==> config.mk <==
export PLATFORM = sky130hd
export DESIGN_NAME = event_subscription_filter_table_top_flat
export DESIGN_NICKNAME = d
export VERILOG_FILES = /design/src/design/esft_pkg.sv /design/src/design/esft_if.sv /design/src/design/esft_slot_store.sv /design/src/design/event_subscription_filter_table_top.sv /design/src/flat_wrapper.sv
export SDC_FILE = /design/constraint.sdc
export NUM_CORES = 2
export LEC_CHECK = 0
export ABC_CLOCK_PERIOD_IN_PS = 11700
export BUFFER_PORTS_ARGS = -buffer_cell sky130_fd_sc_hd__clkbuf_2
export CAP_MARGIN = 5
export CORE_MARGIN = 3
export CORE_UTILIZATION = 56
export DETAILED_ROUTE_END_ITERATION = 10
export GPL_ROUTABILITY_DRIVEN = 0
export PLACE_DENSITY_LB_ADDON = 0.2
export SLEW_MARGIN = 20
export SYNTH_ARGS = -nofsm -noshare
export SYNTH_HDL_FRONTEND = slang
export SYNTH_MEMORY_MAX_BITS = 65536
export SYNTH_SLANG_ARGS = --single-unit
==> constraint.sdc <==
create_clock -name clk -period 11.7 [get_ports clk]
set_clock_uncertainty 0.05 [all_clocks]
set_input_delay 1.17 -clock clk [delete_from_list [all_inputs] [get_ports clk]]
set_output_delay 1.17 -clock clk [all_outputs]
set_load 0.02 [all_outputs]
==> src/design/esft_pkg.sv <==
// Shared constants, codes and types of the event subscription filter table.
package esft_pkg;

	localparam int SLOTS       = 32;
	localparam int MAX_RESULTS = 32;
	localparam int SlotIdxW    = (SLOTS > 1) ? $clog2(SLOTS) : 1;
	localparam int SlotCntW    = $clog2(SLOTS + 1);
	localparam int ResCntW     = $clog2(MAX_RESULTS + 1);

	localparam logic [31:0] ALL_KINDS = 32'hFFFF_FFFF;
	localparam logic [31:0] ID_START  = 32'd1;

	localparam logic [1:0] OP_SUBSCRIBE   = 2'd0;
	localparam logic [1:0] OP_UNSUBSCRIBE = 2'd1;
	localparam logic [1:0] OP_EVENT       = 2'd2;

	localparam logic [1:0] ST_OK       = 2'd0;
	localparam logic [1:0] ST_FULL     = 2'd1;
	localparam logic [1:0] ST_NOTFOUND = 2'd2;

	typedef enum logic [1:0] {
		S_IDLE,
		S_SUB,
		S_SCAN
	} state_t;

	typedef struct packed {
		logic [1:0]  opcode;
		logic [31:0] client_key;
		logic [31:0] filter_kind_mask;
		logic [7:0]  filter_sev_floor;
		logic [31:0] filter_source;
		logic [31:0] target_id;
		logic [4:0]  event_kind;
		logic [7:0]  event_severity;
		logic [31:0] event_source;
	} cmd_t;

	typedef struct packed {
		logic [1:0]  status;
		logic [31:0] result_id;
		logic [31:0] match_client;
		logic        matched;
		logic        last;
	} res_t;

	typedef struct packed {
		logic [31:0] id;
		logic [31:0] client;
		logic [31:0] kind_mask;
		logic [7:0]  sev_floor;
		logic [31:0] source;
	} slot_entry_t;

	typedef struct packed {
		logic                wr_en;
		logic [SlotIdxW-1:0] wr_idx;
		slot_entry_t         wr_data;
		logic                rd_en;
		logic [SlotIdxW-1:0] rd_idx;
		logic                clr_en;
		logic [SlotIdxW-1:0] clr_idx;
	} store_ctl_t;

endpackage

==> src/design/esft_if.sv <==
// Valid/ready channel interfaces for command and result items.
interface esft_cmd_if;
	logic          valid;
	logic          ready;
	esft_pkg::cmd_t payload;

	modport source (output valid, output payload, input ready);
	modport sink (input valid, input payload, output ready);
endinterface

interface esft_res_if;
	logic          valid;
	logic          ready;
	esft_pkg::res_t payload;

	modport source (output valid, output payload, input ready);
	modport sink (input valid, input payload, output ready);
endinterface

==> src/design/esft_slot_store.sv <==
// Slot memory with registered read, slot valid bits and lowest-free-slot encoder.
module esft_slot_store (
	input  logic                              clk,
	input  logic                              arst_n,
	input  esft_pkg::store_ctl_t              ctl,
	output esft_pkg::slot_entry_t             rd_entry,
	output logic                              rd_valid,
	output logic                              free_any,
	output logic [esft_pkg::SlotIdxW-1:0]     free_idx
);

	logic [esft_pkg::SLOTS-1:0] valid_q;
	esft_pkg::slot_entry_t      mem_q [esft_pkg::SLOTS];
	esft_pkg::slot_entry_t      rd_entry_q;
	logic                       rd_valid_q;

	always_ff @(posedge clk or negedge arst_n) begin
		if (!arst_n) begin
			valid_q    <= '0;
			rd_valid_q <= 1'b0;
		end else begin
			if (ctl.wr_en) begin
				valid_q[ctl.wr_idx] <= 1'b1;
			end
			if (ctl.clr_en) begin
				valid_q[ctl.clr_idx] <= 1'b0;
			end
			if (ctl.rd_en) begin
				rd_valid_q <= valid_q[ctl.rd_idx];
			end
		end
	end

	always_ff @(posedge clk) begin
		if (ctl.wr_en) begin
			mem_q[ctl.wr_idx] <= ctl.wr_data;
		end
		if (ctl.rd_en) begin
			rd_entry_q <= mem_q[ctl.rd_idx];
		end
	end

	always_comb begin
		free_any = 1'b0;
		free_idx = '0;
		for (int i = esft_pkg::SLOTS - 1; i >= 0; i--) begin
			if (!valid_q[i]) begin
				free_any = 1'b1;
				free_idx = esft_pkg::SlotIdxW'(i);
			end
		end
	end

	assign rd_entry = rd_entry_q;
	assign rd_valid = rd_valid_q;

endmodule

==> src/design/event_subscription_filter_table_top.sv <==
// Event subscription filter table: one command item at a time, slot scan in memory.
// Subscribe: the result item is loaded from the S_SUB state once the result register is free.
// Unsubscribe and event: one slot read per cycle from the single slot memory read port,
// except while result items are stalled; a scan covers up to SLOTS slots (SLOTS = 32).
// A new item is accepted only in idle; ignored opcode: no result.
// Reset clears all slot valid bits and sets the id counter to one; no clearing pass.
module event_subscription_filter_table_top (
	input  logic           clk,
	input  logic           arst_n,
	esft_cmd_if.sink       cmd,
	esft_res_if.source     res
);

	esft_pkg::state_t      state_q, state_d;
	esft_pkg::cmd_t        cmd_q;
	esft_pkg::store_ctl_t  ctl;
	esft_pkg::slot_entry_t rd_entry;
	logic                  rd_valid;
	logic                  free_any;
	logic [esft_pkg::SlotIdxW-1:0] free_idx;

	logic [esft_pkg::SlotCntW-1:0] rd_idx_q, rd_idx_d;
	logic [esft_pkg::SlotIdxW-1:0] idx_s1;
	logic                          v_s1, v_s1_d;
	logic                          hold_v_q, hold_v_d;
	logic [31:0]                   hold_id_q, hold_id_d;
	logic [31:0]                   hold_client_q, hold_client_d;
	logic [esft_pkg::ResCntW-1:0]  n_q, n_d;
	logic [31:0]                   next_id_q, next_id_d;
	logic                          out_v_q;
	esft_pkg::res_t                out_q, out_d;
	logic                          out_load;
	logic                          out_free;

	logic is_event, cap, issue_done, live, hit, pass;
	logic kind_ok, sev_ok, src_ok;

	esft_slot_store u_store (
		.clk      (clk),
		.arst_n   (arst_n),
		.ctl      (ctl),
		.rd_entry (rd_entry),
		.rd_valid (rd_valid),
		.free_any (free_any),
		.free_idx (free_idx)
	);

	assign cmd.ready   = (state_q == esft_pkg::S_IDLE);
	assign res.valid   = out_v_q;
	assign res.payload = out_q;
	assign out_free    = !out_v_q || res.ready;

	assign is_event   = (cmd_q.opcode == esft_pkg::OP_EVENT);
	assign cap        = is_event && (n_q == esft_pkg::ResCntW'(esft_pkg::MAX_RESULTS));
	assign issue_done = (rd_idx_q == esft_pkg::SlotCntW'(esft_pkg::SLOTS)) || cap;
	assign live       = v_s1 && rd_valid;
	assign hit        = live && (rd_entry.id == cmd_q.target_id);
	assign kind_ok    = rd_entry.kind_mask[cmd_q.event_kind] ||
		(rd_entry.kind_mask == esft_pkg::ALL_KINDS);
	assign sev_ok     = (cmd_q.event_severity >= rd_entry.sev_floor);
	assign src_ok     = (rd_entry.source == 32'd0) || (rd_entry.source == cmd_q.event_source);
	assign pass       = live && !cap && kind_ok && sev_ok && src_ok;

	always_comb begin
		state_d       = state_q;
		rd_idx_d      = rd_idx_q;
		v_s1_d        = v_s1;
		hold_v_d      = hold_v_q;
		hold_id_d     = hold_id_q;
		hold_client_d = hold_client_q;
		n_d           = n_q;
		next_id_d     = next_id_q;
		out_load      = 1'b0;
		out_d         = '0;
		ctl           = '0;
		ctl.wr_idx    = free_idx;
		ctl.wr_data.id        = next_id_q;
		ctl.wr_data.client    = cmd_q.client_key;
		ctl.wr_data.kind_mask = cmd_q.filter_kind_mask;
		ctl.wr_data.sev_floor = cmd_q.filter_sev_floor;
		ctl.wr_data.source    = cmd_q.filter_source;
		ctl.rd_idx    = rd_idx_q[esft_pkg::SlotIdxW-1:0];
		ctl.clr_idx   = idx_s1;

		unique case (state_q)
			esft_pkg::S_IDLE: begin
				rd_idx_d = '0;
				v_s1_d   = 1'b0;
				hold_v_d = 1'b0;
				n_d      = '0;
				if (cmd.valid) begin
					unique case (cmd.payload.opcode) inside
						esft_pkg::OP_SUBSCRIBE: state_d = esft_pkg::S_SUB;
						esft_pkg::OP_UNSUBSCRIBE,
						esft_pkg::OP_EVENT: state_d = esft_pkg::S_SCAN;
						default: state_d = esft_pkg::S_IDLE;
					endcase
				end
			end
			esft_pkg::S_SUB: begin
				if (out_free) begin
					out_load   = 1'b1;
					out_d.last = 1'b1;
					if (free_any) begin
						ctl.wr_en       = 1'b1;
						out_d.status    = esft_pkg::ST_OK;
						out_d.result_id = next_id_q;
						next_id_d       = next_id_q + 32'd1;
					end else begin
						out_d.status = esft_pkg::ST_FULL;
					end
					state_d = esft_pkg::S_IDLE;
				end
			end
			esft_pkg::S_SCAN: begin
				if (!v_s1 && issue_done) begin
					if (out_free) begin
						out_load   = 1'b1;
						out_d.last = 1'b1;
						if (!is_event) begin
							out_d.status = esft_pkg::ST_NOTFOUND;
						end else if (hold_v_q) begin
							out_d.status       = esft_pkg::ST_OK;
							out_d.result_id    = hold_id_q;
							out_d.match_client = hold_client_q;
							out_d.matched      = 1'b1;
						end else begin
							out_d.status = esft_pkg::ST_OK;
						end
						state_d = esft_pkg::S_IDLE;
					end
				end else begin
					logic consume;
					consume = 1'b1;
					if (is_event) begin
						if (pass) begin
							if (hold_v_q && !out_free) begin
								consume = 1'b0;
							end else begin
								if (hold_v_q) begin
									out_load           = 1'b1;
									out_d.status       = esft_pkg::ST_OK;
									out_d.result_id    = hold_id_q;
									out_d.match_client = hold_client_q;
									out_d.matched      = 1'b1;
								end
								hold_v_d      = 1'b1;
								hold_id_d     = rd_entry.id;
								hold_client_d = rd_entry.client;
								n_d           = n_q + esft_pkg::ResCntW'(1);
							end
						end
					end else if (hit) begin
						consume = 1'b0;
						if (out_free) begin
							out_load     = 1'b1;
							out_d.status = esft_pkg::ST_OK;
							out_d.last   = 1'b1;
							ctl.clr_en   = 1'b1;
							state_d      = esft_pkg::S_IDLE;
						end
					end
					if (consume) begin
						if (!issue_done) begin
							ctl.rd_en = 1'b1;
							rd_idx_d  = rd_idx_q + esft_pkg::SlotCntW'(1);
							v_s1_d    = 1'b1;
						end else begin
							v_s1_d = 1'b0;
						end
					end
				end
			end
			default: state_d = esft_pkg::S_IDLE;
		endcase
	end

	always_ff @(posedge clk or negedge arst_n) begin
		if (!arst_n) begin
			state_q   <= esft_pkg::S_IDLE;
			rd_idx_q  <= '0;
			v_s1      <= 1'b0;
			hold_v_q  <= 1'b0;
			n_q       <= '0;
			next_id_q <= esft_pkg::ID_START;
			out_v_q   <= 1'b0;
		end else begin
			state_q   <= state_d;
			rd_idx_q  <= rd_idx_d;
			v_s1      <= v_s1_d;
			hold_v_q  <= hold_v_d;
			n_q       <= n_d;
			next_id_q <= next_id_d;
			if (out_load) begin
				out_v_q <= 1'b1;
			end else if (res.ready) begin
				out_v_q <= 1'b0;
			end
		end
	end

	always_ff @(posedge clk) begin
		if (cmd.valid && cmd.ready) begin
			cmd_q <= cmd.payload;
		end
		if (ctl.rd_en) begin
			idx_s1 <= ctl.rd_idx;
		end
		hold_id_q     <= hold_id_d;
		hold_client_q <= hold_client_d;
		if (out_load) begin
			out_q <= out_d;
		end
	end

endmodule

==> src/flat_wrapper.sv <==
// flat-port wrapper written by rule: the top's interface ports become plain ports
module event_subscription_filter_table_top_flat 
  (clk, arst_n, cmd_valid, cmd_payload, cmd_ready, res_valid, res_payload, res_ready);
  esft_cmd_if cmd_i ();
  esft_res_if res_i ();
  input  logic clk;
  input  logic arst_n;
  input wire logic [$bits(cmd_i.valid)-1:0] cmd_valid;
  input wire logic [$bits(cmd_i.payload)-1:0] cmd_payload;
  output wire logic [$bits(cmd_i.ready)-1:0] cmd_ready;
  output wire logic [$bits(res_i.valid)-1:0] res_valid;
  output wire logic [$bits(res_i.payload)-1:0] res_payload;
  input wire logic [$bits(res_i.ready)-1:0] res_ready;
  assign cmd_i.valid = cmd_valid;
  assign cmd_i.payload = cmd_payload;
  assign cmd_ready = cmd_i.ready;
  assign res_valid = res_i.valid;
  assign res_payload = res_i.payload;
  assign res_i.ready = res_ready;
  event_subscription_filter_table_top u_core (.clk(clk), .arst_n(arst_n), .cmd(cmd_i), .res(res_i));
endmodule
======== Yosys cells after proc, flatten, opt, wreduce, memory -nomap -nowiden ========
Memories as Yosys holds them, arrays and structs flattened. A register that Yosys moved wholly into a read port is not among the register bits.
Cells that the tools add are included.
Widths: inputs -> output; s select.
storage, ports and cells
  output and inout bits ................... 70
  memory bits (writable) .................. 4352
  word-level logic and storage cells ...... 234
  bits in registers ....................... 402
  memories ................................ 1
memory list
  name                  depth  width  rd ports  clocked after Yosys merged registers in  wr ports  RTL line               text
  u_core.u_store.mem_q  32     136    1         1                                        1         esft_slot_store.sv:13  esft_pkg::slot_entry_t mem_q [esft_pkg::SLOTS];
operators by class
  magnitude comparators ................... 7
  reductions and logical operators ........ 32
  bitwise gates (word level) .............. 5
  mux-type cells .......................... 141
  eq/ne operators ......................... 19
  add/sub/neg operators ................... 3
operator list
  cell                   number
  $mux 65                4
  $mux 5                 32
  $mux 68                2
  $mux 67                2
  $mux 32                3
  $mux 1                 70
  $pmux 34 s2            1
  $eq 32x32->1           2
  $mux 6                 7
  $mux 33                1
  $add 32x1->32 const B  1
  $and 32x32->32         1
  $eq 32x32->1 const B   1
  $logic_not 32->1       1
  $not 32->32            1
  $or 32x32->32          1
  $lt 5x6->1 const B     4
  $pmux 6 s2             2
  $mux 2                 7
  $add 6x1->6 const B    2
  $eq 6x6->1 const B     2
  $logic_and 1x1->1      12
  $bmux 1 s5             2
  $demux 1 s5            2
  20 further kinds       44

======== Logic depth before layout (Yosys ltp) ========
  depth in word-level cells ............... 40
  depth in mapped cells ................... 13
  mapped depth without buffers ............ 11

======== Modules after synthesis ========
From an unflattened synthesis, not the netlist that was laid out.
second synthesis, totals
  cell total of the unflattened synthesis .. 7340
  area total of the unflattened synthesis .. 184399.4 um2
by module, submodules not included
  module                               instances  area an instance (um2)  cells an instance  sequential area each (um2)
  esft_slot_store                      1          170313.3                6531               135595.0
  event_subscription_filter_table_top  1          14086.0                 809                10836.6

======== Worst setup path before layout ========
No wires, ideal clock.
  path type ............................... input port to flip-flop
  start point ............................. input port res_ready
  end point ............................... memory u_core.u_store.mem_q[30][0] in the netlist's numbering (enable)
  stages on the path ...................... 7
  arrival time ............................ 11.630 ns
  required time ........................... 10.850 ns
  slack ................................... -0.779 ns
  path through ............................ nand2b_1 -> nand2_1 -> nor2_1 -> nand2_1 -> nor3b_1 -> nand2_1 -> nor3_1
between the ends
  word-level cells in the longest chain between the ends .. 5
ends and longest elaborated chain
  element                       RTL line                                    text
  start: declaration            flat_wrapper.sv:13                          input wire logic [$bits(res_i.ready)-1:0] res_ready;
  $logic_or 1x1->1              event_subscription_filter_table_top.sv:51   assign out_free = !out_v_q || res.ready;
  $mux 1                        event_subscription_filter_table_top.sv:101  if (out_free) begin
  $mux 1                        event_subscription_filter_table_top.sv:85   unique case (state_q)
  $mux 1                        esft_slot_store.sv:35                       if (ctl.wr_en) begin
  $mux 1 (implied by the code)  esft_slot_store.sv:36                       mem_q[ctl.wr_idx] <= ctl.wr_data;
  end: declaration              esft_slot_store.sv:13
Every way passes these cells.

======== Worst setup path in the final report ========
  start point ............................. register u_core.u_store.valid_q[31] in the netlist's numbering
  end point ............................... memory u_core.u_store.mem_q[11][88] in the netlist's numbering (enable)
between the ends
  word-level cells in the longest chain between the ends .. 37
ends and longest elaborated chain
  element                           RTL line                                    text
  start: declaration                esft_slot_store.sv:12                       logic [esft_pkg::SLOTS-1:0] valid_q;
  start signal: assignment          esft_slot_store.sv:19                       valid_q <= '0;
  start signal: indexed assignment  esft_slot_store.sv:23                       valid_q[ctl.wr_idx] <= 1'b1;
  start signal: indexed assignment  esft_slot_store.sv:26                       valid_q[ctl.clr_idx] <= 1'b0;
  $mux 1 (32 in a row)              esft_slot_store.sv:47                       if (!valid_q[i]) begin
  $mux 1                            event_subscription_filter_table_top.sv:104  if (free_any) begin
  $mux 1                            event_subscription_filter_table_top.sv:101
  $mux 1                            event_subscription_filter_table_top.sv:85
  $mux 1                            esft_slot_store.sv:35
  $mux 1 (implied by the code)      esft_slot_store.sv:36
Parallel ways exist; a longest one is shown, timed or not.

==> reports/qor.csv <==
stage;metric;value;unit
pwr;comb_power_share;0.153;
pwr;ir_drop;0.0001640;V
placement;dpl.cell_count;11780;
critical_path;endpoint_kind;register;
critical_path;reg2reg_from;u_core.u_store.valid_q[31]$_DFF_PN0_;
min_path;holdPathEnd;u_core.cmd_q[8]$_DFFE_PP_;
pwr;p_sw;10.94;mW
clocking;cts_tree;yes;
placement;hpwl;221400;um
floorplanning;fp.dieW;579.7;um
drt;drt_iter0_drc;11710;
grt;antenna_found_initial;22;
run_status;outcome;complete, no violations;
pwr;p_int;32.46;mW
critical_path;worstPathArrival;6.58;ns
layout;final_common_cell;edfxtp_1;
synth;ys_ff_latch;4890;
grt;groute.usage.overall;0.2659;
synth;yosys.area.top_type;edfxtp_1;
min_path;holdPathStages;1;
clocking;worstSkewPairLatency;1.00;ns
critical_path;reg2reg_slack;5.66;ns
synth;syn_nets;7547;
floorplanning;io_pins;257;
synth;async_flop_share;0.01677;
drt;num_vias;83950;
pwr;switching_share;0.2520;
critical_path;startpoint_type;register;
critical_path;required;12.24;ns
flow_run;maxCapViolations;0;
floorplanning;start_util;0.5630;
clocking;numCtsBuffers;475;
layout;syn_to_final_growth;12.38;%
timing;setup_tns;0;ns
floorplanning;die_h;579.7;um
synth;syn-cell-area;184300;um2
pwr;clock_power_share;0.346;
drt;ant_nets;0;
critical_path;crit_fanout;94;
grt;grt_pass1_wl;635800;um
timing;layout_min_cycle_time;6.042;ns
floorplanning;die_area;336100;um2
floorplanning;rows;210;
timing;setup_viol;0;
min_path;hp-class;input port to register;
floorplanning;placeableCoreArea;327400;um2
drt;drt-pass1-iter-count;6;
timing;slew_violations;0;
placement;port_buffers;256;
drt;vias_per_cell;6.619;
min_path;min_from;cmd_payload[8];
layout;drive_gt1_frac;0.3237;
pwr;power;43.40;mW
pwr;power.density;209.5;nW/um2
drt;routedWlPerCell;35.09;um
timing;fmax;0.1655;GHz
pwr;leakage;65.01;nW
synth;synth_cell_type_count;66;
layout;fin_cells;12680;
synth;yosys_warnings;0;
clocking;cts_buffer_depth;4;
critical_path;reg2regPathDepth;10;
clocking;htreeDepth;5;
critical_path;timing.rr.end;u_core.u_store.mem_q[11][88]$_DFFE_PP_;
clocking;cts_sinks;4890;
pwr;power_frac_seq;0.501;
timing;finalHoldWorstSlack;0.3003;ns
layout;final_cell_mix;edfxtp_1, mux4_2, clkbuf_16, clkbuf_2, buf_4;
synth;yosysSeqAreaShare;0.7944;
layout;fin_nets;8122;
grt;grt_overflow;0;
synth;synth_edf_count;4808;
timing;relSlewSlack;0.2394;
clocking;post_cts_buffers;0;
synth;synth_area_leaders;edfxtp_1, mux4_2, dfrtp_1, mux2_2, clkbuf_1;
grt;grt_max_degree;155;
timing;worstMarginPinSlew;1.141;ns
synth;synthDominantCellAreaShare;0.7832;
synth;synthFlopType;edfxtp_1;
synth;syn-instance-count;7343;
drt;routed_wl;445000;um
layout;final_util;0.6328;
timing;fin_crit_sh;0.5164;
timing;final_hold_viol_count;0;
clocking;path_clk_slew;0.06;ns
clocking;hold_buffers;1;
grt;grt_pass1_vias;85110;
drt;remaining_drc_errors;0;
clocking;cts.repair.resized;0;
synth;avgSynthCellArea;25.10;um2
critical_path;crit_type;register to register;
timing;rsz0062_at_grt;no;
clocking;cts-root-buf;clkbuf_16;
[metal layers]
| layer | vias to the layer above | track usage | routed length, um |
|---|---|---|---|
| met5 | - | 0 | 47 |
| met4 | 6 | 0.05976 | 9997 |
| met3 | 655 | 0.06581 | 45750 |
| met2 | 4593 | 0.4096 | 212800 |
| met1 | 45630 | 0.3930 | 176500 |
| li1 | 33070 | - | - |
[worst max-delay path by stage]
stage,cells past startpoint,from,to,slack (ns)
final,10,u_core.u_store.valid_q[31]$_DFF_PN0_,u_core.u_store.mem_q[11][88]$_DFFE_PP_,5.66
after global routing,10,u_core.u_store.valid_q[16]$_DFF_PN0_,u_core.u_store.mem_q[11][88]$_DFFE_PP_,5.55
after CTS,10,u_core.u_store.valid_q[31]$_DFF_PN0_,u_core.u_store.mem_q[11][88]$_DFFE_PP_,5.79
after detailed placement,10,res_ready,u_core.u_store.mem_q[26][89]$_DFFE_PP_,5.70
after global placement,10,res_ready,u_core.u_store.mem_q[26][81]$_DFFE_PP_,5.65
after floorplan,5,res_ready,u_core.u_store.mem_q[4][0]$_DFFE_PP_,-0.27
[sequential cells by signal, indices dropped and copies added, names as in the netlist]
signal / count
u_core.hold_client_q: 32
u_core.idx_s1: 5
u_core.res.payload: 68
u_core.u_store.rd_entry: 136
u_core.cmd_q: 183
u_core.next_id_q: 32
u_core.res.valid: 1
u_core.u_store.mem_q: 4352
u_core.rd_idx_q: 6
u_core.hold_id_q: 32
u_core.n_q: 6
u_core.u_store.rd_valid: 1
u_core.u_store.valid_q: 32
u_core.v_s1: 1
u_core.state_q: 2
u_core.hold_v_q: 1
[final cells by class]
| cell class | instances | area, um2 |
|---|---|---|
| Clock buffer | 575 | 12310 |
| Multi-Input combinational cell | 2085 | 36690 |
| Clock inverter | 315 | 3000 |
| Sequential cell | 4890 | 146500 |
| Antenna cell | 7 | 17.52 |
| Timing Repair Buffer | 440 | 3119 |
| Fill cell | 21330 | 120200 |
| Tap cell | 4346 | 5438 |
| Inverter | 26 | 105.1 |
[metrics by stage]
step,cell area (um2),setup WS [ns]
2_1_floorplan,184400,-0.2683
3_3_place_gp,191600,5.655
3_5_place_dp,191700,5.696
4_1_cts,207000,5.794
5_1_grt,207100,5.551
6_report,207200,5.658
[power by group through the flow]
stage               combinational (mW)  clock, mW  sequential (mW)
finish                            6.64       15.0             21.8
floorplan                         4.86          0             21.7
global placement                  6.62          0             22.0
detailed placement                6.69          0             22.1
global route                      7.09       15.9             21.9
CTS                               6.72       15.2             21.8
[Yosys cell counts (3+ instances only)]
master and n:
xor2_1 42, and3_1 14, inv_1 26, xnor2_1 54
mux2_2 139, a22o_1 34, a31oi_1 7, mux2i_1 9
o21ai_0 11, nor2_1 51, edfxtp_1 4808, and4_1 3
dfrtp_1 81, nand2b_1 6, buf_8 3, mux4_2 1370
nand2_1 68, buf_2 39, mux4_1 8, a2bb2oi_1 14
buf_1 93, nor2b_1 5, nor3b_1 4, nor4_1 24
a21boi_0 5, nand4_1 41, ha_1 17, nor3_1 23
a21oi_1 34, or2_2 3, and2_1 36, nand3_1 23
clkbuf_1 203
[worst max-delay path, stage by stage, from the launching register on]
cell	delay, ns
dfrtp_1	0.42
nand2b_1	0.16
a21boi_0	0.16
o21ai_0	0.11
a21oi_1	0.34
o221ai_1	0.26
a21oi_1	0.95
nand2_1	0.74
nor2_4	0.90
buf_4	0.64
buf_12	0.69
[cell families (layout without fill, tap and decap cells)]
logic type                 after synthesis  after routing  synth area share
and+or+nand+nor                        312            312          0.008872
adders and majority gates               17             17          0.001154
other                                    0              7                 0
AOI/OAI and AO/OA                      134            134          0.005485
buffers and inverters                  368           1356          0.008037
muxes                                 1526           1526            0.1775
DFF                                   4890           4890            0.7944
xor gates and xnor gates                96             96          0.004561
Note: power is estimated with default switching activity, not from simulation.
